[src/hdl/srri_pkg.sv]
// ----------------------------------------------------------------------------
// srri_pkg
// Shared widths, constants and types of the segment/rectangle hit tester.
// ----------------------------------------------------------------------------
package srri_pkg;

  localparam int COORD_BITS = 24;
  localparam int FRAC_BITS  = 8;
  localparam int SIZE_BITS  = COORD_BITS - 1;
  localparam int PW         = COORD_BITS + 2;
  localparam int DW         = PW + 1;
  localparam int MW         = 2 * DW;
  localparam int XW         = MW + 1;
  localparam int CW         = XW + 1;

  localparam longint ONE_VAL   = longint'(1) << FRAC_BITS;
  localparam longint CLAMP_VAL = (101 * ONE_VAL + 50) / 100;
  localparam longint PAR_VAL   = ((longint'(1) << (2 * FRAC_BITS + 2)) + 999999) / 1000000;

  localparam logic [SIZE_BITS-1:0]         SIZE_ONE   = SIZE_BITS'(ONE_VAL);
  localparam logic [SIZE_BITS-1:0]         SIZE_CLAMP = SIZE_BITS'(CLAMP_VAL);
  localparam logic signed [COORD_BITS-1:0] COORD_ONE  = COORD_BITS'(ONE_VAL);
  localparam logic signed [XW-1:0]         PAR_THR    = XW'(PAR_VAL);

  localparam logic ACT_SEG  = 1'b0;
  localparam logic ACT_RECT = 1'b1;

  typedef logic signed [COORD_BITS-1:0] srri_coord_t;
  typedef logic [SIZE_BITS-1:0]         srri_size_t;
  typedef logic signed [PW-1:0]         srri_pt_t;

  typedef struct packed {
    srri_pt_t l;
    srri_pt_t r;
    srri_pt_t t;
    srri_pt_t d;
    srri_pt_t x1;
    srri_pt_t y1;
    srri_pt_t x2;
    srri_pt_t y2;
    logic     first;
    logic     last;
  } srri_op_t;

  typedef struct packed {
    logic hit;
    logic first;
    logic last;
  } srri_res_t;

endpackage

[src/hdl/srri_if.sv]


interface srri_out_if;
  logic valid;
  logic ready;
  logic hit;

  modport source (output valid, hit, input ready);
  modport sink (input valid, hit, output ready);
endinterface

[src/hdl/srri_collect.sv]
// ----------------------------------------------------------------------------
// srri_collect
// Merges the edge ops of one request and holds the result for the sink.
// ----------------------------------------------------------------------------
module srri_collect import srri_pkg::*; (
  input  logic      clk,
  input  logic      rst_n,
  input  srri_res_t res,
  input  logic      res_valid,
  output logic      res_ready,
  srri_out_if.source out_chan
);

  logic acc_r, out_valid_r, out_hit_r;
  logic take, merged;

  assign res_ready      = !out_valid_r || out_chan.ready;
  assign take           = res_valid && res_ready;
  assign merged         = (res.first ? 1'b0 : acc_r) || res.hit;
  assign out_chan.valid = out_valid_r;
  assign out_chan.hit   = out_hit_r;

  always_ff @(posedge clk) begin
    if (!rst_n) begin
      out_valid_r <= 1'b0;
    end else if (take && res.last) begin
      out_valid_r <= 1'b1;
    end else if (out_chan.ready) begin
      out_valid_r <= 1'b0;
    end
  end

  always_ff @(posedge clk) begin
    if (take) begin
      if (res.last) out_hit_r <= merged;
      else acc_r <= merged;
    end
  end

endmodule

[src/flat_wrapper.sv]
// flat-port wrapper written by rule: the top's interface ports become plain ports
module srri_collect_flat import srri_pkg::*;
  (clk, rst_n, res, res_valid, res_ready, out_chan_valid, out_chan_hit, out_chan_ready);
  srri_out_if out_chan_i ();
  input  logic clk;
  input  logic rst_n;
  input  srri_res_t res;
  input  logic res_valid;
  output logic res_ready;
  output wire logic [$bits(out_chan_i.valid)-1:0] out_chan_valid;
  output wire logic [$bits(out_chan_i.hit)-1:0] out_chan_hit;
  input wire logic [$bits(out_chan_i.ready)-1:0] out_chan_ready;
  assign out_chan_valid = out_chan_i.valid;
  assign out_chan_hit = out_chan_i.hit;
  assign out_chan_i.ready = out_chan_ready;
  srri_collect u_core (.clk(clk), .rst_n(rst_n), .res(res), .res_valid(res_valid), .res_ready(res_ready), .out_chan(out_chan_i));
endmodule
[config.mk]
export PLATFORM = sky130hd
export DESIGN_NAME = srri_collect_flat
export DESIGN_NICKNAME = d
export VERILOG_FILES = /design/src/hdl/srri_pkg.sv /design/src/hdl/srri_if.sv /design/src/hdl/srri_collect.sv /design/src/flat_wrapper.sv
export SDC_FILE = /design/constraint.sdc
export NUM_CORES = 1
export LEC_CHECK = 0
export ABC_AREA = 1
export BUFFER_PORTS_ARGS = -buffer_cell sky130_fd_sc_hd__buf_2
export CORE_AREA = 8 8 45 47
export CTS_BUF_LIST = sky130_fd_sc_hd__clkbuf_4 sky130_fd_sc_hd__clkbuf_8 sky130_fd_sc_hd__clkbuf_16
export DETAILED_ROUTE_END_ITERATION = 7
export DIE_AREA = 0 0 53 55
export GPL_ROUTABILITY_DRIVEN = 0
export PLACE_DENSITY = 0.35
export SETUP_SLACK_MARGIN = 0.02
export SLEW_MARGIN = 20
export SYNTH_ARGS = -nofsm -noshare
export SYNTH_HDL_FRONTEND = slang
export SYNTH_SLANG_ARGS = --single-unit
[constraint.sdc]
create_clock -name clk -period 1 [get_ports clk]
set_input_delay 0.2 -clock clk [delete_from_list [all_inputs] [get_ports clk]]
set_output_delay 0.2 -clock clk [all_outputs]
set_load 0.03 [all_outputs]
==> metrics.yaml, run 1 <==
outcome: "complete, no violations"
final-hold-violation-count: 0
final_net_count: 36
cts_root_buffer: "sky130_fd_sc_hd__clkbuf_4"
netlist.area_leader.share_pct: 45.3
hold_removal_path_class: "primary input to flop"
routed-wl-met2_um: 125
initial_core_utilization_pct: 9.58
timing.critical_path.to_type: "output port"
vias_per_cell: 2.95
placeableCoreArea_mm2: 0.00138
relSlewSlack_pct: 89.3
syn_area_per_cell_um2: 8.84
pins_over_slew_limit: 0
yosys_warnings: 0
ys_ff_latch: 3
wirelength_um: 401
top_layer: "met3"
r2r.worst_path.cells: 3
drive_gt1_share_pct: 53.6
power.ir.vdd_worst_uv: 370
detailroute.wirelength.met3_um: 84
critical_path_arrival_ps: 770
finish.utilization_pct: 18.0
drt_iter0_drc: 3
wl_per_cell_um: 9.11
start_kind: "flop"
globalRouteOverflowTotal: 0
grt_start_max_net_pins: 4
clock-sinks: 3
finalWorstPathRequiredPeriod_ps: 967
grt_util_all_layers_pct: 3.44
wirelength_met1_um: 191
insertedDiodeCount: 0
r2r-start: "u_core.out_chan.valid$_SDFFE_PN0P_"
drt_pass1_iterations: 2
fin_hold_ws_ps: 153
top_level_ports: 10
final.setup_skew_ps: 2.41
buffer_ports.inserted: 9
cts.reportedPaths.clkPinSlew_ps: 40
finalNonFillerCells: 44
antenna_violations_before_repair: 0
critPathRequiredTime_ps: 800
synth_sequential_area_ratio_pct: 60.4
syn_nets: 22
max_slew.worst_pin.slew_ps: 160
holdPathStages: 3
fmaxAchievable_mhz: 1030
power_per_cell_area_mw_per_mm2: 1740
area_delta_synth_final_pct: 87.7
ys_types: 8
cts_made_buffers: 3
netlist.top_cell.by_area: "sky130_fd_sc_hd__edfxtp_1"
synthTopCellsByArea: "sky130_fd_sc_hd__edfxtp_1, sky130_fd_sc_hd__dfxtp_1, sky130_fd_sc_hd__inv_1"
placed_cells: 40
total_leakage_power_nw: 0.139
whs_endpoint: "u_core.out_chan.valid$_SDFFE_PN0P_"
insertion_delay_ps: 230
drt_drc_violations_left: 0
setup-violations-final: 0
detail-route-antenna-nets: 0
dieHeight_um: 55
count_of_vias_placed_by_the_detailed_router: 130
synthesis.instances: 15
die_w_um: 53
crit_path_max_fanout: 3
first_global_vias: 150
floorplan.rows: 14
die_area_mm2: 0.00292
critPathKind: "flop to output port"
final.setup.tns_ps: 0
hold_start: "rst_n"
ctsLongestPathBuffers: 2
capture_point_of_the_worst_reg_to_reg_path: "u_core.acc_r$_DFFE_PP_"
grt_setup_unrepaired: "true"
synthesis.area_um2: 133
htreeDepth: 1
grt_first_pass_wirelength_um: 600
tritoncts: "yes"
max_cap_violations: 0
min_period_over_period_pct: 96.7
reg2reg_setup_slack_ps: 140
registers in the layout, indices dropped and copies added (netlist names):
name                   cells
u_core.out_chan.hit        1
u_core.out_chan.valid      1
u_core.acc_r               1
per-layer routing:
layer / vias up / global-route usage [%]
met5: - / 0
met4: 0 / 3.88
met3: 0 / 5.35
met2: 10 / 2.93
met1: 50 / 2.89
li1: 70 / -
timing repair:
item	CTS	global route
endpoints found under the hold margin	0	0
hold buffers	0	0
endpoints found under the setup margin	2	2
resized for setup	3	3
setup buffers	0	0
cell type report:
cell class                 instances  area (um2)
inverter                           5        18.8
multi-input combinational          7        38.8
fill                             162        1130
tap                               16        20.0
sequential                         3        81.3
clock buffer                       4        30.0
timing repair buffer               9        60.1
cell families after synthesis:
| group | count (synthesis) | share of synthesized area, % |
|---|---|---|
| DFF | 3 | 60.4 |
| AOI/OAI and AO/OA | 2 | 9.43 |
| buffers and inverters | 5 | 14.2 |
| and+or+nand+nor | 5 | 16.0 |
cells in the mapped netlist:
| library cell | instances |
|---|---|
| sky130_fd_sc_hd__inv_1 | 5 |
| sky130_fd_sc_hd__nand2_2 | 1 |
| sky130_fd_sc_hd__edfxtp_1 | 2 |
| sky130_fd_sc_hd__dfxtp_1 | 1 |
| sky130_fd_sc_hd__nor2_1 | 2 |
| sky130_fd_sc_hd__nand2_1 | 2 |
| sky130_fd_sc_hd__o21ai_1 | 1 |
| sky130_fd_sc_hd__o21bai_1 | 1 |
critical path, stage by stage (launching register included):
cell                      delay [ps]
sky130_fd_sc_hd__dfxtp_2         340
sky130_fd_sc_hd__nand2_4          60
sky130_fd_sc_hd__buf_6           130
power by group:
part,total (mW),internal (mW),switching (mW)
sequential,0.144,0.140,0.00324
clock,0.238,0.177,0.0617
combinational,0.0504,0.0231,0.0272
total,0.432,0.340,0.0922
worst max path at each step:
stage                                                   from  depth (start not counted)                            end  slack, ps
after floorplan           u_core.out_chan.valid$_SDFFE_PN0P_                          3  u_core.out_chan.hit$_DFFE_PP_         30
after global placement                        out_chan_ready                          5  u_core.out_chan.hit$_DFFE_PP_        160
after detailed placement                      out_chan_ready                          5         u_core.acc_r$_DFFE_PP_        130
after CTS                 u_core.out_chan.valid$_SDFFE_PN0P_                          2                      res_ready         20
after global routing      u_core.out_chan.valid$_SDFFE_PN0P_                          2                      res_ready         -3
final                     u_core.out_chan.valid$_SDFFE_PN0P_                          2                      res_ready         30
cell usage in the layout, fill, tap and decap left out, drive strengths merged:
cell    instances
clkbuf          4
o21bai          1
nor2            2
edfxtp          2
nand2           3
dfxtp           1
o21ai           1
inv             5
buf             9
metrics by stage:
| stage | total power [mW] | area (um2) | setup slack, ps |
|---|---|---|---|
| 6_report | 0.432 | 249 | 32.6 |
| 3_3_place_gp | 0.190 | 204 | 161 |
| 5_1_grt | 0.460 | 249 | -2.60 |
| 2_1_floorplan | 0.171 | 139 | 33.6 |
| 4_1_cts | 0.443 | 243 | 16.5 |
| 3_5_place_dp | 0.191 | 204 | 135 |
Power figures use the tool's default switching activity.
==> inputs of run 2 (changes only) <==
--- a/config.mk
+++ b/config.mk
@@ -7,10 +7,11 @@
 export LEC_CHECK = 0
 export ABC_AREA = 1
 export BUFFER_PORTS_ARGS = -buffer_cell sky130_fd_sc_hd__buf_2
-export CORE_AREA = 8 8 45 47
+export CAP_MARGIN = 5
+export CORE_AREA = 2 2 39 41
 export CTS_BUF_LIST = sky130_fd_sc_hd__clkbuf_4 sky130_fd_sc_hd__clkbuf_8 sky130_fd_sc_hd__clkbuf_16
 export DETAILED_ROUTE_END_ITERATION = 7
-export DIE_AREA = 0 0 53 55
+export DIE_AREA = 0 0 41 43
 export GPL_ROUTABILITY_DRIVEN = 0
 export PLACE_DENSITY = 0.35
 export SETUP_SLACK_MARGIN = 0.02
==> metrics.yaml, run 2 (same netlist as run 1, synthesis figures left out) <==
crit_path_max_fanout: 3  # unchanged
insertedDiodeCount: 0  # unchanged
antenna_violations_before_repair: 0  # unchanged
area_delta_synth_final_pct: 93.4
critical_path.slowest_cell: "sky130_fd_sc_hd__dfxtp_2"
relSlewSlack_pct: 88.8  # -0.53 points
initial_core_utilization_pct: 9.58  # unchanged
wirelength_um: 360  # -10%
floorplan.rows: 14  # unchanged
final.setup.tns_ps: 0  # unchanged
outcome: "complete, no violations"
leading_cell_type_in_the_layout_fill_and_taps_excluded: "sky130_fd_sc_hd__buf_2"
grt_start_max_net_pins: 4  # unchanged
drive_gt1_share_pct: 55.2  # +1.6 points
final_net_count: 37  # +2.8%
clock-sinks: 3  # unchanged
timing.final.ws_setup_ps: 32.6  # +0.00960 ps
drt_iter0_drc: 1  # -2
critPathKind: "flop to output port"
vias_per_cell: 2.93  # -0.72%
cts_made_buffers: 3  # unchanged
placeableCoreArea_mm2: 0.00138  # unchanged
fin_hold_ws_ps: 152  # -0.818 ps
detail-route-antenna-nets: 0  # unchanged
start_kind: "flop"
die_w_um: 41  # -23%
grt_util_all_layers_pct: 6.04  # +2.6 points
globalRouteOverflowTotal: 0  # unchanged
dieHeight_um: 43  # -22%
top_level_ports: 10  # unchanged
final.setup_skew_ps: 2.14  # -0.274 ps
holdPathStages: 3  # unchanged
die_area_mm2: 0.00176  # -40%
max_slew.worst_pin.slew_ps: 168  # +7.91 ps
tritoncts: "yes"
wl_per_cell_um: 8.00  # -12%
filler_cell_count: 155  # -4.3%
power.ir.vdd_worst_uv: 376  # +1.5%
max_cap_violations: 0  # unchanged
final-hold-violation-count: 0  # unchanged
critical_path_arrival_ps: 770  # about the same
drt_drc_violations_left: 0  # unchanged
drt_pass1_iterations: 2  # unchanged
min_period_over_period_pct: 96.7  # about the same
finish.utilization_pct: 18.5  # +0.54 points
placement_setup_slack_ps: 147  # +12.4 ps
fmaxAchievable_mhz: 1030  # about the same
pins_over_slew_limit: 0  # unchanged
critPathRequiredTime_ps: 800  # about the same
multi_input_area_um2: 38.8  # unchanged
count_of_vias_placed_by_the_detailed_router: 132  # +1.5%
grt_setup_unrepaired: "true"
timing.critical_path.to_type: "output port"
final_cell_mix: "sky130_fd_sc_hd__buf_2, sky130_fd_sc_hd__inv_1, sky130_fd_sc_hd__clkbuf_4"
area.sequential_um2: 81.3  # unchanged
cts.reportedPaths.clkPinSlew_ps: 40  # about the same
finalWorstPathRequiredPeriod_ps: 967  # -0.00960 ps
cts_root_buffer: "sky130_fd_sc_hd__clkbuf_4"
critPathMaxStageDelay_ps: 340  # about the same
r2r.worst_path.cells: 3  # unchanged
setup-violations-final: 0  # unchanged
ctsLongestPathBuffers: 2  # unchanged
cells_traversed_along_the_worst_timing_path: "nand2_4, buf_6"
first_global_vias: 136  # -9.3%
total_leakage_power_nw: 0.143  # +3.2%
htreeDepth: 1  # unchanged
grt_first_pass_wirelength_um: 572  # -4.7%
power.total_mw: 0.436  # +0.75%
insertion_delay_ps: 230  # about the same
buffer_ports.inserted: 9  # unchanged
hold_removal_path_class: "primary input to flop"
power_per_cell_area_mw_per_mm2: 1700  # -2.2%
-- run 2: cell types whose count changed in the layout (fill, tap and decap cells not counted) --
cell / change
sky130_fd_sc_hd__buf_4: +1
-- run 2: path summary, 6_finish.rpt --
kind / to / slack, ps / start
worst min-delay path: u_core.out_chan.valid$_SDFFE_PN0P_ / 150 / rst_n
worst min register to register: u_core.out_chan.hit$_DFFE_PP_ / 630 / u_core.acc_r$_DFFE_PP_
worst max register to register: u_core.out_chan.hit$_DFFE_PP_ / 160 / u_core.out_chan.valid$_SDFFE_PN0P_
worst max-delay path: res_ready / 30 / u_core.out_chan.valid$_SDFFE_PN0P_
-- run 2: layout make-up --
class | instances | share of cell area (%)
inverters | 5 | 7.32
repair buffers | 10 | 26.3
clock buffers | 4 | 11.7
flip-flops and latches | 3 | 31.7
well taps | 16 | 7.80
multi-input cells | 7 | 15.1
-- run 2: through the flow --
stage,cell area [um2],cells
finish,256,45
global route,256,45
CTS,243,44
detailed placement,204,40
global placement,204,40
floorplan,139,15
-- run 2: timing repair --
item                                    in CTS  in global routing
pin swaps                                    0                  1
hold buffers                                 0                  0
gates cloned                                 0                  0
endpoints found under the setup margin       2                  3
setup buffers                                0                  1
gates resized for setup                      3                  3
-- run 2: routing by layer --
metal	GRT usage [%]	vias to the layer above	share of wire, %
met5	0	-	0
met4	6.00	0	0
met3	8.90	0	18
met2	5.31	10	33
met1	5.52	51	48
li1	-	71	-
-- run 2: power by group --
| group | total [mW] | internal (mW) | switching, mW |
|---|---|---|---|
| sequential | 0.144 | 0.140 | 0.00328 |
| clock | 0.239 | 0.177 | 0.0629 |
| combinational | 0.0524 | 0.0244 | 0.0279 |
-- run 2: worst max-delay path: cells and delay by family (launching register included) --
kind                   cells  cell delay [ps]
flip-flops                 1              340
buffers and inverters      1              130
AND/OR/NAND/NOR            1               60
