File: config.mk
export PLATFORM = sky130hd
export DESIGN_NAME = srri_issue_flat
export DESIGN_NICKNAME = d
export VERILOG_FILES = /design/src/hdl/srri_pkg.sv /design/src/hdl/srri_if.sv /design/src/hdl/srri_issue.sv /design/src/flat_wrapper.sv
export SDC_FILE = /design/constraint.sdc
export NUM_CORES = 1
export LEC_CHECK = 0
export BUFFER_PORTS_ARGS = -buffer_cell sky130_fd_sc_hd__buf_4
export CAP_MARGIN = 10
export CELL_PAD_IN_SITES_DETAIL_PLACEMENT = 1
export CELL_PAD_IN_SITES_GLOBAL_PLACEMENT = 1
export CORE_ASPECT_RATIO = 1.75
export CORE_MARGIN = 4
export CORE_UTILIZATION = 43
export CTS_BUF_LIST = sky130_fd_sc_hd__clkbuf_4 sky130_fd_sc_hd__clkbuf_8
export DETAILED_ROUTE_END_ITERATION = 10
export PLACE_DENSITY_LB_ADDON = 0.1
export SLEW_MARGIN = 20
export SYNTH_ARGS = -nofsm -noshare
export SYNTH_HDL_FRONTEND = slang
export SYNTH_SLANG_ARGS = --single-unit
File: constraint.sdc
create_clock -name clk -period 9 [get_ports clk]
set_clock_uncertainty 0.15 [all_clocks]
set_input_delay 1.35 -clock clk [delete_from_list [all_inputs] [get_ports clk]]
set_output_delay 1.35 -clock clk [all_outputs]
set_load 0.05 [all_outputs]
File: src/hdl/srri_pkg.sv
// ----------------------------------------------------------------------------
// srri_pkg
// Shared widths, constants and types of the segment/rectangle hit tester.
// ----------------------------------------------------------------------------
package srri_pkg;

  localparam int COORD_BITS = 24;
  localparam int FRAC_BITS  = 8;
  localparam int SIZE_BITS  = COORD_BITS - 1;
  localparam int PW         = COORD_BITS + 2;
  localparam int DW         = PW + 1;
  localparam int MW         = 2 * DW;
  localparam int XW         = MW + 1;
  localparam int CW         = XW + 1;

  localparam longint ONE_VAL   = longint'(1) << FRAC_BITS;
  localparam longint CLAMP_VAL = (101 * ONE_VAL + 50) / 100;
  localparam longint PAR_VAL   = ((longint'(1) << (2 * FRAC_BITS + 2)) + 999999) / 1000000;

  localparam logic [SIZE_BITS-1:0]         SIZE_ONE   = SIZE_BITS'(ONE_VAL);
  localparam logic [SIZE_BITS-1:0]         SIZE_CLAMP = SIZE_BITS'(CLAMP_VAL);
  localparam logic signed [COORD_BITS-1:0] COORD_ONE  = COORD_BITS'(ONE_VAL);
  localparam logic signed [XW-1:0]         PAR_THR    = XW'(PAR_VAL);

  localparam logic ACT_SEG  = 1'b0;
  localparam logic ACT_RECT = 1'b1;

  typedef logic signed [COORD_BITS-1:0] srri_coord_t;
  typedef logic [SIZE_BITS-1:0]         srri_size_t;
  typedef logic signed [PW-1:0]         srri_pt_t;

  typedef struct packed {
    srri_pt_t l;
    srri_pt_t r;
    srri_pt_t t;
    srri_pt_t d;
    srri_pt_t x1;
    srri_pt_t y1;
    srri_pt_t x2;
    srri_pt_t y2;
    logic     first;
    logic     last;
  } srri_op_t;

  typedef struct packed {
    logic hit;
    logic first;
    logic last;
  } srri_res_t;

endpackage

File: src/hdl/srri_if.sv
// ----------------------------------------------------------------------------
// srri_in_if / srri_out_if
// Valid/ready request and result channels of the hit tester.
// ----------------------------------------------------------------------------
interface srri_in_if;
  import srri_pkg::*;
  logic        valid;
  logic        ready;
  logic        action;
  srri_coord_t a_center_x;
  srri_coord_t a_center_y;
  srri_size_t  a_width;
  srri_size_t  a_height;
  srri_coord_t first_x;
  srri_coord_t first_y;
  srri_coord_t second_x;
  srri_coord_t second_y;

  modport source (output valid, action, a_center_x, a_center_y, a_width, a_height,
                  first_x, first_y, second_x, second_y, input ready);
  modport sink (input valid, action, a_center_x, a_center_y, a_width, a_height,
                first_x, first_y, second_x, second_y, output ready);
endinterface


File: src/hdl/srri_issue.sv
// ----------------------------------------------------------------------------
// srri_issue
// Input register; passes a segment request on as its own op, splits a rectangle into edge ops.
// ----------------------------------------------------------------------------
module srri_issue import srri_pkg::*; (
  input  logic     clk,
  input  logic     rst_n,
  srri_in_if.sink  in_chan,
  output srri_op_t op,
  output logic     op_valid,
  input  logic     op_ready
);

  logic       v_r, mode_r;
  logic [1:0] k_r;
  srri_pt_t   l_r, r_r, t_r, d_r, px0_r, px1_r, py0_r, py1_r;

  logic        last_op, fire, accept;
  srri_size_t  aw_eff, ah_eff;
  srri_coord_t bw, bh;
  srri_pt_t    ax2, ay2, awx, ahx, fx2, fy2, gx2, gy2, bwx, bhx;
  srri_pt_t    l_nxt, r_nxt, t_nxt, d_nxt, px0_nxt, px1_nxt, py0_nxt, py1_nxt;

  assign last_op        = (mode_r == ACT_SEG) || (k_r == 2'd3);
  assign fire           = v_r && op_ready;
  assign in_chan.ready  = !v_r || (fire && last_op);
  assign accept         = in_chan.valid && in_chan.ready;
  assign op_valid       = v_r;

  always_comb begin
    aw_eff = in_chan.a_width;
    ah_eff = in_chan.a_height;
    bw     = in_chan.second_x;
    bh     = in_chan.second_y;
    if (in_chan.action == ACT_RECT) begin
      if (in_chan.a_width < SIZE_ONE) aw_eff = SIZE_CLAMP;
      if (in_chan.a_height < SIZE_ONE) ah_eff = SIZE_CLAMP;
      if (in_chan.second_x < COORD_ONE) bw = {1'b0, SIZE_CLAMP};
      if (in_chan.second_y < COORD_ONE) bh = {1'b0, SIZE_CLAMP};
    end
    ax2 = {in_chan.a_center_x[COORD_BITS-1], in_chan.a_center_x, 1'b0};
    ay2 = {in_chan.a_center_y[COORD_BITS-1], in_chan.a_center_y, 1'b0};
    fx2 = {in_chan.first_x[COORD_BITS-1], in_chan.first_x, 1'b0};
    fy2 = {in_chan.first_y[COORD_BITS-1], in_chan.first_y, 1'b0};
    gx2 = {in_chan.second_x[COORD_BITS-1], in_chan.second_x, 1'b0};
    gy2 = {in_chan.second_y[COORD_BITS-1], in_chan.second_y, 1'b0};
    awx = {{(PW-SIZE_BITS){1'b0}}, aw_eff};
    ahx = {{(PW-SIZE_BITS){1'b0}}, ah_eff};
    bwx = {{(PW-COORD_BITS){bw[COORD_BITS-1]}}, bw};
    bhx = {{(PW-COORD_BITS){bh[COORD_BITS-1]}}, bh};
    l_nxt = ax2 - awx;
    r_nxt = ax2 + awx;
    t_nxt = ay2 - ahx;
    d_nxt = ay2 + ahx;
    if (in_chan.action == ACT_RECT) begin
      px0_nxt = fx2 - bwx;
      px1_nxt = fx2 + bwx;
      py0_nxt = fy2 - bhx;
      py1_nxt = fy2 + bhx;
    end else begin
      px0_nxt = fx2;
      px1_nxt = gx2;
      py0_nxt = fy2;
      py1_nxt = gy2;
    end
  end

  always_ff @(posedge clk) begin
    if (!rst_n) begin
      v_r <= 1'b0;
      k_r <= 2'd0;
    end else if (accept) begin
      v_r <= 1'b1;
      k_r <= 2'd0;
    end else if (fire) begin
      if (last_op) v_r <= 1'b0;
      k_r <= k_r + 2'd1;
    end
  end

  always_ff @(posedge clk) begin
    if (accept) begin
      mode_r <= in_chan.action;
      l_r    <= l_nxt;
      r_r    <= r_nxt;
      t_r    <= t_nxt;
      d_r    <= d_nxt;
      px0_r  <= px0_nxt;
      px1_r  <= px1_nxt;
      py0_r  <= py0_nxt;
      py1_r  <= py1_nxt;
    end
  end

  always_comb begin
    op.l     = l_r;
    op.r     = r_r;
    op.t     = t_r;
    op.d     = d_r;
    op.first = (k_r == 2'd0);
    op.last  = last_op;
    op.x1    = px0_r;
    op.y1    = py0_r;
    op.x2    = px1_r;
    op.y2    = py1_r;
    if (mode_r == ACT_RECT) begin
      unique case (k_r)
        2'd0: begin
          op.x1 = px0_r; op.y1 = py0_r; op.x2 = px1_r; op.y2 = py0_r;
        end
        2'd1: begin
          op.x1 = px1_r; op.y1 = py0_r; op.x2 = px1_r; op.y2 = py1_r;
        end
        2'd2: begin
          op.x1 = px1_r; op.y1 = py1_r; op.x2 = px0_r; op.y2 = py1_r;
        end
        default: begin
          op.x1 = px0_r; op.y1 = py1_r; op.x2 = px0_r; op.y2 = py0_r;
        end
      endcase
    end
  end

endmodule

File: src/flat_wrapper.sv
// flat-port wrapper written by rule: the top's interface ports become plain ports
module srri_issue_flat import srri_pkg::*;
  (clk, rst_n, op, op_valid, op_ready, in_chan_valid, in_chan_action, in_chan_a_center_x, in_chan_a_center_y, in_chan_a_width, in_chan_a_height, in_chan_first_x, in_chan_first_y, in_chan_second_x, in_chan_second_y, in_chan_ready);
  srri_in_if in_chan_i ();
  input  logic clk;
  input  logic rst_n;
  output srri_op_t op;
  output logic op_valid;
  input  logic op_ready;
  input wire logic [$bits(in_chan_i.valid)-1:0] in_chan_valid;
  input wire logic [$bits(in_chan_i.action)-1:0] in_chan_action;
  input wire logic [$bits(in_chan_i.a_center_x)-1:0] in_chan_a_center_x;
  input wire logic [$bits(in_chan_i.a_center_y)-1:0] in_chan_a_center_y;
  input wire logic [$bits(in_chan_i.a_width)-1:0] in_chan_a_width;
  input wire logic [$bits(in_chan_i.a_height)-1:0] in_chan_a_height;
  input wire logic [$bits(in_chan_i.first_x)-1:0] in_chan_first_x;
  input wire logic [$bits(in_chan_i.first_y)-1:0] in_chan_first_y;
  input wire logic [$bits(in_chan_i.second_x)-1:0] in_chan_second_x;
  input wire logic [$bits(in_chan_i.second_y)-1:0] in_chan_second_y;
  output wire logic [$bits(in_chan_i.ready)-1:0] in_chan_ready;
  assign in_chan_i.valid = in_chan_valid;
  assign in_chan_i.action = in_chan_action;
  assign in_chan_i.a_center_x = in_chan_a_center_x;
  assign in_chan_i.a_center_y = in_chan_a_center_y;
  assign in_chan_i.a_width = in_chan_a_width;
  assign in_chan_i.a_height = in_chan_a_height;
  assign in_chan_i.first_x = in_chan_first_x;
  assign in_chan_i.first_y = in_chan_first_y;
  assign in_chan_i.second_x = in_chan_second_x;
  assign in_chan_i.second_y = in_chan_second_y;
  assign in_chan_ready = in_chan_i.ready;
  srri_issue u_core (.clk(clk), .rst_n(rst_n), .in_chan(in_chan_i), .op(op), .op_valid(op_valid), .op_ready(op_ready));
endmodule
==> impl_metrics.json, run 1 <==
{
  "route.vias.total": 17200,
  "worstSetupStartpointType": "primary input",
  "crit_chain": "buf_4, buf_4, nor4b_1, nand4_1, nand2b_1, ha_1, inv_1, fa_1, nor2b_1, o21ai_0, a21o_1, a311oi_1, o31ai_1, a211oi_1, o21ai_0, o221ai_1, a31oi_1",
  "synth_compound_area_share_pct": 21.9,
  "layout.cells.non_filler": 3040,
  "fin_crit_sh_pct": 71.1,
  "tightest_slew_ns": 1.06,
  "initial_core_util_pct": 43.6,
  "ys_top_cells_by_area": "edfxtp_1 (32%), ha_1 (13%), xnor2_1 (6.0%), a21oi_1 (5.1%), nor2_1 (4.0%)",
  "area_delta_synth_final_pct": 21.0,
  "critPathCaptureType": "flip-flop",
  "drc": 0,
  "ys_seq_elements": 208,
  "drive_gt1_share_pct": 21.6,
  "hp-class": "flip-flop to flip-flop",
  "finalSetupViolCount": 0,
  "synth_xor_area_share_pct": 7.28,
  "cts_tree": "done",
  "slew_viol_final": 0,
  "cts_resized": 0,
  "critical_path_required_ns": 9.14,
  "numPlacedInstances": 2975,
  "final_antenna_net_count": 0,
  "yosys.area.top_type": "edfxtp_1",
  "max_stage_delay_ns": 0.51,
  "cts.sinks": 208,
  "crit_start": "in_chan_action",
  "syn-cell-area_um2": 19000,
  "rows": 101,
  "synthAdderAreaFrac_pct": 14.1,
  "postCtsSetupRepairBufs": 0,
  "netlist_instances": 2131,
  "clk_path_buf_depth": 3,
  "mostFrequentLayoutCells": "buf_4 (418), edfxtp_1 (205), nor2_1 (203)",
  "synthArstFlopShare_pct": 0,
  "grt_pass1_wl_mm": 101,
  "totalWireLength_mm": 65.6,
  "layout_commonest_cell": "buf_4",
  "r2r_start": "u_core.k_r[1]",
  "grt_max_degree": 179,
  "viasPerCell": 5.64,
  "synthesis.nets": 2535,
  "grt_usage_pct": 26.3,
  "synth_edf_count": 205,
  "outcome": "finished, final reports clean",
  "cts_hold_buf": 0,
  "synthMuxAreaShare_pct": 2.47,
  "finish.utilization_pct": 52.8,
  "dieArea_um2": 47800,
  "grt_overflow_total": 0,
  "cts-root-buf": "clkbuf_8",
  "cp_slowest_cell": "a211oi_1",
  "vdd_ir_drop_max_v": 0.000152,
  "power_leakage_uw": 0.0101,
  "synth_warnings": 0,
  "hpwl_mm": 52.9,
  "path_max_fanout": 42,
  "grt_pass1_vias": 18600,
  "clk_pin_slew_worst_paths_ns": 0.06,
  "avgSynthCellArea_um2": 8.92,
  "clk_latency_ns": 0.55,
  "synth_top_family_by_area": "compound AO/OA/AOI/OAI gates",
  "fmax_ghz": 0.156,
  "io_buffers": 406,
  "ys_seq_area_share_pct": 32.7,
  "dr.pass1.iters": 5,
  "nets": 2850,
  "synthFlopType": "edfxtp_1",
  "cp.arrival_ns": 6.53,
  "hold_path.startpoint": "u_core.k_r[1]",
  "yosys.area_share.simple_pct": 14.9,
  "die_w_um": 167,
  "h-tree-depth": 2,
  "synth_cell_types": 81,
  "hold_viol": 0,
  "gp_congestion": 0.883,
  "pwr_density_cell_nw_per_um2": 164,
  "dr.first_iter.drc_count": 798,
  "tns_ns": 0,
  "cap_violations": 0,
  "num_io_pins": 407,
  "slew_headroom_pct": 29.2,
  "core_um2": 43600,
  "synth_top_area_share_pct": 32.4,
  "antenna_found_initial": 6,
  "period_minus_slack_ns": 6.40,
  "cts_buffers": 35,
  "grt_setup_unrepaired": "no",
  "wl_per_cell_um": 21.6,
  "critPathKind": "primary input to flip-flop",
  "die_h_um": 286
}
==> per-stage QoR <==
| step | hold WS [ns] | area [um^2] | power, uW | worst slack, ns |
|---|---|---|---|---|
| after floorplan | 0.317 | 19000 | 2420 | 1.72 |
| after global routing | 0.395 | 23000 | 3960 | 2.24 |
| after global placement | 0.338 | 22300 | 2900 | 1.82 |
| after CTS | 0.363 | 23000 | 3800 | 2.63 |
| final | 0.359 | 23000 | 3760 | 2.60 |
| after detailed placement | 0.354 | 22300 | 2930 | 2.04 |
==> synthesized netlist by cell type, types with 15 or more instances <==
master,instances
a21o_1,40
mux2_2,40
o21ai_0,109
nor2b_1,21
edfxtp_1,205
or3_1,15
xnor2_1,131
nor3_1,39
xor2_1,27
o21a_1,18
nor4_1,23
and2_1,58
o21bai_1,29
a21oi_1,192
clkbuf_1,116
a211oi_1,18
nand3_1,29
inv_1,190
nand2_1,67
nand2b_1,40
a22o_1,84
a31oi_1,15
nor2_1,204
ha_1,201
==> power by group <==
group | switching [uW] | internal (uW) | leakage [uW]
logic | 1060 | 588 | 0.00778
clock network | 407 | 437 | 0.000340
registers | 47.0 | 1220 | 0.00199
==> final cells by class <==
class / count / area (um^2)
Fill cell: 5177 / 20600
Multi-Input combinational cell: 1590 / 11500
Sequential cell: 208 / 6220
Timing Repair Buffer: 419 / 3160
Inverter: 192 / 721
Tap cell: 566 / 708
Clock buffer: 45 / 563
Clock inverter: 15 / 92.6
Antenna cell: 5 / 12.5
==> kinds of logic after synthesis <==
logic type	after synthesis
AO/OA/AOI/OAI	619
AND/OR/NAND/NOR	562
buffers and inverters	333
adder cells (fa/ha/maj)	209
flip-flops	208
XOR/XNOR	158
multiplexers	42
==> per-layer routing <==
metal  global-route usage, %  vias to the layer above  share of wire, %
met5                       0                        -             0.030
met4                    11.4                        2               4.6
met3                    4.92                      150               5.5
met2                    52.3                      488                55
met1                    26.1                     8274                35
li1                        -                     8236                 -
==> flip-flops by register name, summed over array words and instances (netlist names) <==
register,count
u_core.op_valid,1
u_core.py0_r,25
u_core.px1_r,26
u_core.py1_r,26
u_core.r_r,26
u_core.l_r,25
u_core.k_r,2
u_core.d_r,26
u_core.px0_r,25
u_core.t_r,25
u_core.mode_r,1
==> critical path, delay by kind of cell <==
kind	cells	cell delay, ns
AOI/OAI and AO/OA	8	2.23
buffers and inverters	3	0.94
adders and majority gates	2	0.66
and+or+nand+nor	4	1.31
==> final timing paths <==
| check | endpoint | slack (ns) | cells after the start |
|---|---|---|---|
| hold / removal | u_core.k_r[1] | 0.36 | 2 |
| setup / recovery | u_core.d_r[23] | 2.60 | 17 |
| setup reg to reg | u_core.l_r[2] | 5.67 | 7 |
| hold reg to reg | u_core.k_r[1] | 0.36 | 2 |
Power figures use the tool's default switching activity.
==> run 2: changes to the inputs <==
--- a/config.mk
+++ b/config.mk
@@ -5,13 +5,14 @@
 export SDC_FILE = /design/constraint.sdc
 export NUM_CORES = 1
 export LEC_CHECK = 0
+export ABC_AREA = 1
 export BUFFER_PORTS_ARGS = -buffer_cell sky130_fd_sc_hd__buf_4
 export CAP_MARGIN = 10
 export CELL_PAD_IN_SITES_DETAIL_PLACEMENT = 1
 export CELL_PAD_IN_SITES_GLOBAL_PLACEMENT = 1
 export CORE_ASPECT_RATIO = 1.75
 export CORE_MARGIN = 4
-export CORE_UTILIZATION = 43
+export CORE_UTILIZATION = 42
 export CTS_BUF_LIST = sky130_fd_sc_hd__clkbuf_4 sky130_fd_sc_hd__clkbuf_8
 export DETAILED_ROUTE_END_ITERATION = 10
 export PLACE_DENSITY_LB_ADDON = 0.1
==> constraint.sdc (replaced) <==
create_clock -name clk -period 6.2 [get_ports clk]
set_clock_uncertainty 0.15 [all_clocks]
set_input_delay 0.93 -clock clk [delete_from_list [all_inputs] [get_ports clk]]
set_output_delay 0.93 -clock clk [all_outputs]
set_load 0.05 [all_outputs]
==> run 2 against run 1 <==
Via count rose by 48%. Core utilization fell by 2.3 points. Global-route usage rose by 8.3 points. Clock power rose by 86%. Combinational power rose by 74%. Non-clock buffer count rose by 2. Synthesized cell count rose by 60%. Power rose by 66%. Largest cell class unchanged. Highest routed layer is now met4.
==> impl_metrics.json, run 2 <==
{
  "crit_start": "u_core.k_r[0]",
  "synth_top_area_share_pct": 27.1,
  "drc": 0,
  "synth_cell_types": 53,
  "synth_top_family_by_area": "simple AND/OR/NAND/NOR gates",
  "yosys.area_share.simple_pct": 28.4,
  "initial_core_util_pct": 42.5,
  "io_buffers": 406,
  "layout.cells.non_filler": 4440,
  "pwr_density_cell_nw_per_um2": 232,
  "totalWireLength_mm": 105,
  "numPlacedInstances": 4370,
  "ys_seq_elements": 208,
  "p_sw_uw": 2830,
  "synthArstFlopShare_pct": 0,
  "yosysMostFrequentCell": "nand2_1",
  "avgSynthCellArea_um2": 6.67,
  "power.total_uw": 6270,
  "grt_overflow_total": 0,
  "slew_viol_final": 0,
  "cts_buffers": 37,
  "hpwl_mm": 87.7,
  "cts.sinks": 208,
  "synthFlopType": "edfxtp_1",
  "cp.arrival_ns": 3.85,
  "final_antenna_net_count": 0,
  "synth_compound_area_share_pct": 16.8,
  "grt_pass1_vias": 27100,
  "dieArea_um2": 58000,
  "tightest_slew_ns": 1.11,
  "power_leakage_uw": 0.0138,
  "nets": 4129,
  "outcome": "finished, final reports clean",
  "rows": 112,
  "mostFrequentLayoutCells": "nand2_1 (855), inv_1 (567), buf_4 (420)",
  "path_max_fanout": 21,
  "dr.pass1.iters": 5,
  "critPathCaptureType": "output port",
  "synth_xor_area_share_pct": 3.05,
  "ff_latch_area_um2": 6220,
  "vdd_ir_drop_max_v": 0.000153,
  "clk_path_buf_depth": 3,
  "clk_latency_ns": 0.63,
  "ys_top_cells_by_area": "edfxtp_1 (27%), nand2_1 (14%), ha_1 (11%), inv_1 (9.4%), nor2_1 (5.2%)",
  "postCtsSetupRepairBufs": 0,
  "grt_usage_pct": 34.6,
  "synth_edf_count": 205,
  "layout_commonest_cell": "nand2_1",
  "fin_crit_sh_pct": 79.6,
  "num_io_pins": 407,
  "p_seq_share_pct": 29.2,
  "die_w_um": 184,
  "cts_tree": "done",
  "dpl_cell_area_um2": 26100,
  "synth_warnings": 0,
  "gp_congestion": 1.01,
  "critical_path_required_ns": 5.12,
  "grt_max_degree": 104,
  "area_delta_synth_final_pct": 18.8,
  "hold_viol": 0,
  "slew_headroom_pct": 25.5,
  "finalSetupViolCount": 0,
  "whs_ns": 0.380,
  "synth_common_cells": "nand2_1 (855), inv_1 (568), nor2_1 (314)",
  "dr.first_iter.drc_count": 1427,
  "die_h_um": 316,
  "synthMuxAreaShare_pct": 0,
  "comb_power_share_pct": 45.8,
  "sw_frac_of_total_pct": 45.1,
  "yosys.area.top_type": "edfxtp_1",
  "tns_ns": 0,
  "synthesis.nets": 3805,
  "drive_gt1_share_pct": 15.0,
  "worstSetupStartpointType": "flip-flop",
  "period_minus_slack_ns": 4.93,
  "route.vias.total": 25400,
  "core_um2": 53400,
  "netlist_instances": 3401,
  "syn-cell-area_um2": 22700,
  "hold_path.startpoint": "u_core.k_r[1]",
  "cap_violations": 0,
  "grt_setup_unrepaired": "no",
  "antenna_found_initial": 3,
  "cts_resized": 0,
  "clk_pin_slew_worst_paths_ns": 0.07,
  "p_int_uw": 3440,
  "ys_seq_area_share_pct": 27.4,
  "viasPerCell": 5.72,
  "h-tree-depth": 2,
  "fmax_ghz": 0.203,
  "r2r_start": "u_core.k_r[0]",
  "synthAdderAreaFrac_pct": 11.8,
  "wl_per_cell_um": 23.7,
  "hp-class": "flip-flop to flip-flop",
  "grt_pass1_wl_mm": 155,
  "cts_hold_buf": 0,
  "clkPwrFrac_pct": 25.0,
  "multi_input_area_um2": 13700,
  "critPathKind": "flip-flop to output port",
  "cts-root-buf": "clkbuf_8",
  "n_fill_cell": 7123,
  "final_area_um2": 27000
}
==> run 2: changes by cell type after synthesis, sizes merged, moves of 45 or more <==
cell    change
nor2      +118
nand2     +808
xnor2     -121
o21ai     +125
and2       -52
nand4      +52
clkbuf     -50
inv       +395
buf        +45
nand3     +170
a22o       -84
==> run 2: final timing paths <==
kind | end | slack [ns] | cells after the start
min | u_core.k_r[1] | 0.38 | 2
max reg2reg | u_core.px0_r[7] | 2.08 | 6
max | op[105] | 1.27 | 7
min reg2reg | u_core.k_r[1] | 0.38 | 2
==> run 2: metal layers <==
layer  global-route usage [%]  wire length, um  vias to the layer above  share of wire (%)
met5                        0                0                        -                  0
met4                     23.7             8750                        0                8.3
met3                     4.44             6130                      398                5.8
met2                     63.2            53100                     1069                 51
met1                     36.4            37000                    12100                 35
li1                         -                -                    11800                  -
==> run 2: final cells by class <==
cell class / instances / share of cell area, %
diodes: 4 / 0.0371
clock buffers: 43 / 2.12
clock inverters: 23 / 1.03
inverters: 588 / 8.21
multi-input cells: 2469 / 50.6
flip-flops and latches: 208 / 23.0
well taps: 684 / 3.17
repair buffers: 421 / 11.8
==> run 2: kinds of logic after synthesis <==
kind of cell | after synthesis
and+or+nand+nor | 1534
xor gates and xnor gates | 79
buffers and inverters | 724
DFF | 208
AOI/OAI and AO/OA | 647
adders and majority gates | 209
==> run 2: power groups by stage <==
stage | registers, uW | clock network [uW] | logic (uW)
2_1_floorplan | 2130 | 0 | 1550
3_3_place_gp | 1850 | 0 | 2770
4_1_cts | 1830 | 1590 | 2840
3_5_place_dp | 1860 | 0 | 2820
6_report | 1830 | 1570 | 2870
5_1_grt | 1840 | 1650 | 3050
==> run 2: through the flow <==
step	util [%]	setup WS (ns)
floorplan	-	0.598
global placement	48.9	1.21
detailed placement	48.9	1.16
CTS	50.5	1.12
global route	50.5	1.16
finish	50.5	1.27
==> run 2: worst max-delay path, stage by stage, from the launching register on <==
cell      delay, ns
dfxtp_1        0.36
inv_1          0.10
ha_1           0.24
clkinv_1       0.51
nand2_1        0.33
nand2_1        0.69
o22ai_1        0.71
buf_4          0.30
==> run 3: changes to the inputs <==
==> constraint.sdc (replaced) <==
create_clock -name clk -period 4.8 [get_ports clk]
set_clock_uncertainty 0.15 [all_clocks]
set_input_delay 0.72 -clock clk [delete_from_list [all_inputs] [get_ports clk]]
set_output_delay 0.72 -clock clk [all_outputs]
set_load 0.05 [all_outputs]
==> run 3 against run 2 <==
Non-clock buffer count is 29 higher. Clock-buffer cell count decreased by 1. Clock power increased by 16%. Setup slack lost 0.67 ns. Register-to-register slack got worse by 0.28 ns. Sequential power grew 30%. First-iteration DRC count up 5.9%. Global-route usage rose by 0.62 points. Cell count up 0.65%. Sequential cell count did not move. Critical path type is now primary input to flip-flop.
==> impl_metrics.json, run 3 (synthesized netlist as in run 2, its figures left out) <==
{
  "die_h_um": 316,
  "route.vias.total": 25600,
  "power_leakage_uw": 0.0139,
  "critPathKind": "primary input to flip-flop",
  "slew_headroom_pct": 33.1,
  "cts_buffers": 37,
  "totalWireLength_mm": 107,
  "cts.sinks": 208,
  "finalSetupViolCount": 0,
  "clk_latency_ns": 0.62,
  "outcome": "finished, final reports clean",
  "min_to": "u_core.px0_r[6]",
  "hold_viol": 0,
  "cts_tree": "done",
  "postCtsSetupRepairBufs": 0,
  "grt_overflow_total": 0,
  "rows": 112,
  "tns_ns": 0,
  "mostFrequentLayoutCells": "nand2_1 (854), inv_1 (567), buf_4 (449)",
  "pwr_density_cell_nw_per_um2": 293,
  "grt_pass1_wl_mm": 158,
  "drc": 0,
  "period_minus_slack_ns": 4.20,
  "crit_start": "in_chan_second_y[11]",
  "antenna_found_initial": 4,
  "final_area_um2": 27100,
  "slew_viol_final": 0,
  "p_sw_uw": 3660,
  "p_int_uw": 4270,
  "grt_max_degree": 166,
  "core_um2": 53400,
  "area_delta_synth_final_pct": 19.4,
  "io_buffers": 406,
  "gp_congestion": 1.03,
  "fmax_ghz": 0.238,
  "cap_violations": 0,
  "sw_frac_of_total_pct": 46.1,
  "path_max_fanout": 14,
  "dieArea_um2": 58000,
  "fin_crit_sh_pct": 87.6,
  "reg2reg_depth": 6,
  "grt_setup_unrepaired": "no",
  "hp-class": "primary input to flip-flop",
  "h-tree-depth": 2,
  "critPathCaptureType": "flip-flop",
  "hpwl_mm": 88.9,
  "num_io_pins": 407,
  "cp.arrival_ns": 4.40,
  "layout_commonest_cell": "nand2_1",
  "worstSetupStartpointType": "primary input",
  "viasPerCell": 5.73,
  "grt_pass1_vias": 27300,
  "dr.first_iter.drc_count": 1511,
  "p_seq_share_pct": 29.9,
  "hold_path.startpoint": "in_chan_first_x[5]",
  "vdd_ir_drop_max_v": 0.000242,
  "cts_hold_buf": 0,
  "initial_core_util_pct": 42.5,
  "clk_path_buf_depth": 3,
  "r2r_start": "u_core.mode_r",
  "clkPwrFrac_pct": 23.0,
  "whs_ns": 0.255,
  "dr.pass1.iters": 5,
  "r2r_setup_slack_ns": 1.80,
  "drive_gt1_share_pct": 15.6,
  "nets": 4158,
  "final_antenna_net_count": 0,
  "clk_pin_slew_worst_paths_ns": 0.07,
  "grt_usage_pct": 35.2,
  "wl_per_cell_um": 23.8,
  "cts-root-buf": "clkbuf_8",
  "cts_resized": 0,
  "min_path_cells": 3,
  "die_w_um": 184,
  "rr_endpoint": "u_core.py1_r[16]",
  "critical_path_required_ns": 4.99,
  "comb_power_share_pct": 47.1,
  "tightest_slew_ns": 1.00,
  "dpl_cell_area_um2": 26300
}
## run 3: how the worst max path moves through the flow
stage                             endpoint  slack, ns  depth (start not counted)
after CTS                           op[25]       0.45                         10
after detailed placement  u_core.py1_r[16]       0.07                         19
after global routing      u_core.py1_r[16]       0.41                         18
after floorplan              u_core.d_r[0]       0.03                          4
final                     u_core.py1_r[16]       0.60                         19
after global placement    u_core.py1_r[16]       0.14                         19
## run 3: stage by stage
step / instances / power (uW) / utilization [%] / setup WS, ns
6_report: 4469 / 7930 / 50.7 / 0.597
5_1_grt: 4467 / 8290 / 50.7 / 0.413
4_1_cts: 4464 / 7920 / 50.7 / 0.446
3_5_place_dp: 4399 / 6090 / 49.3 / 0.0687
3_3_place_gp: 4399 / 5990 / 49.3 / 0.135
2_1_floorplan: 3401 / 4750 / - / 0.0259
## run 3: cell type report
type                            count  area (um^2)
Antenna cell                        5         12.5
Clock buffer                       42          547
Clock inverter                     23          194
Fill cell                        7211        26300
Inverter                          588         2210
Multi-Input combinational cell   2469        13700
Sequential cell                   208         6220
Tap cell                          684          856
Timing Repair Buffer              450         3390
## run 3: per-layer routing
metal | vias up | GRT usage, % | part of all wire (%)
met5 | - | 0 | 0
met2 | 1076 | 64.2 | 51
met4 | 0 | 23.6 | 7.7
met3 | 375 | 4.58 | 5.8
met1 | 12300 | 37.4 | 35
li1 | 11800 | - | -
## run 3: power by group through the flow
stage,logic [uW],clock network [uW],registers (uW)
after floorplan,2000,0,2750
after detailed placement,3680,0,2410
after global routing,3980,1920,2380
after global placement,3600,0,2390
after CTS,3700,1850,2370
final,3740,1820,2370
## run 3: critical path, stage by stage
cell and delay, ns:
buf_4 0.11, nor4_1 0.42, buf_4 0.19, nand2_1 0.05, nor2_1 0.10, ha_1 0.26
nand2_4 0.10, buf_4 0.27, nand2_1 0.15, inv_1 0.11, ha_1 0.30, nand2_1 0.17
nor2_1 0.35, nand2_1 0.10, nand3_1 0.34, nand2_1 0.13, nand2_1 0.10, nand2_1 0.05
a31oi_1 0.38
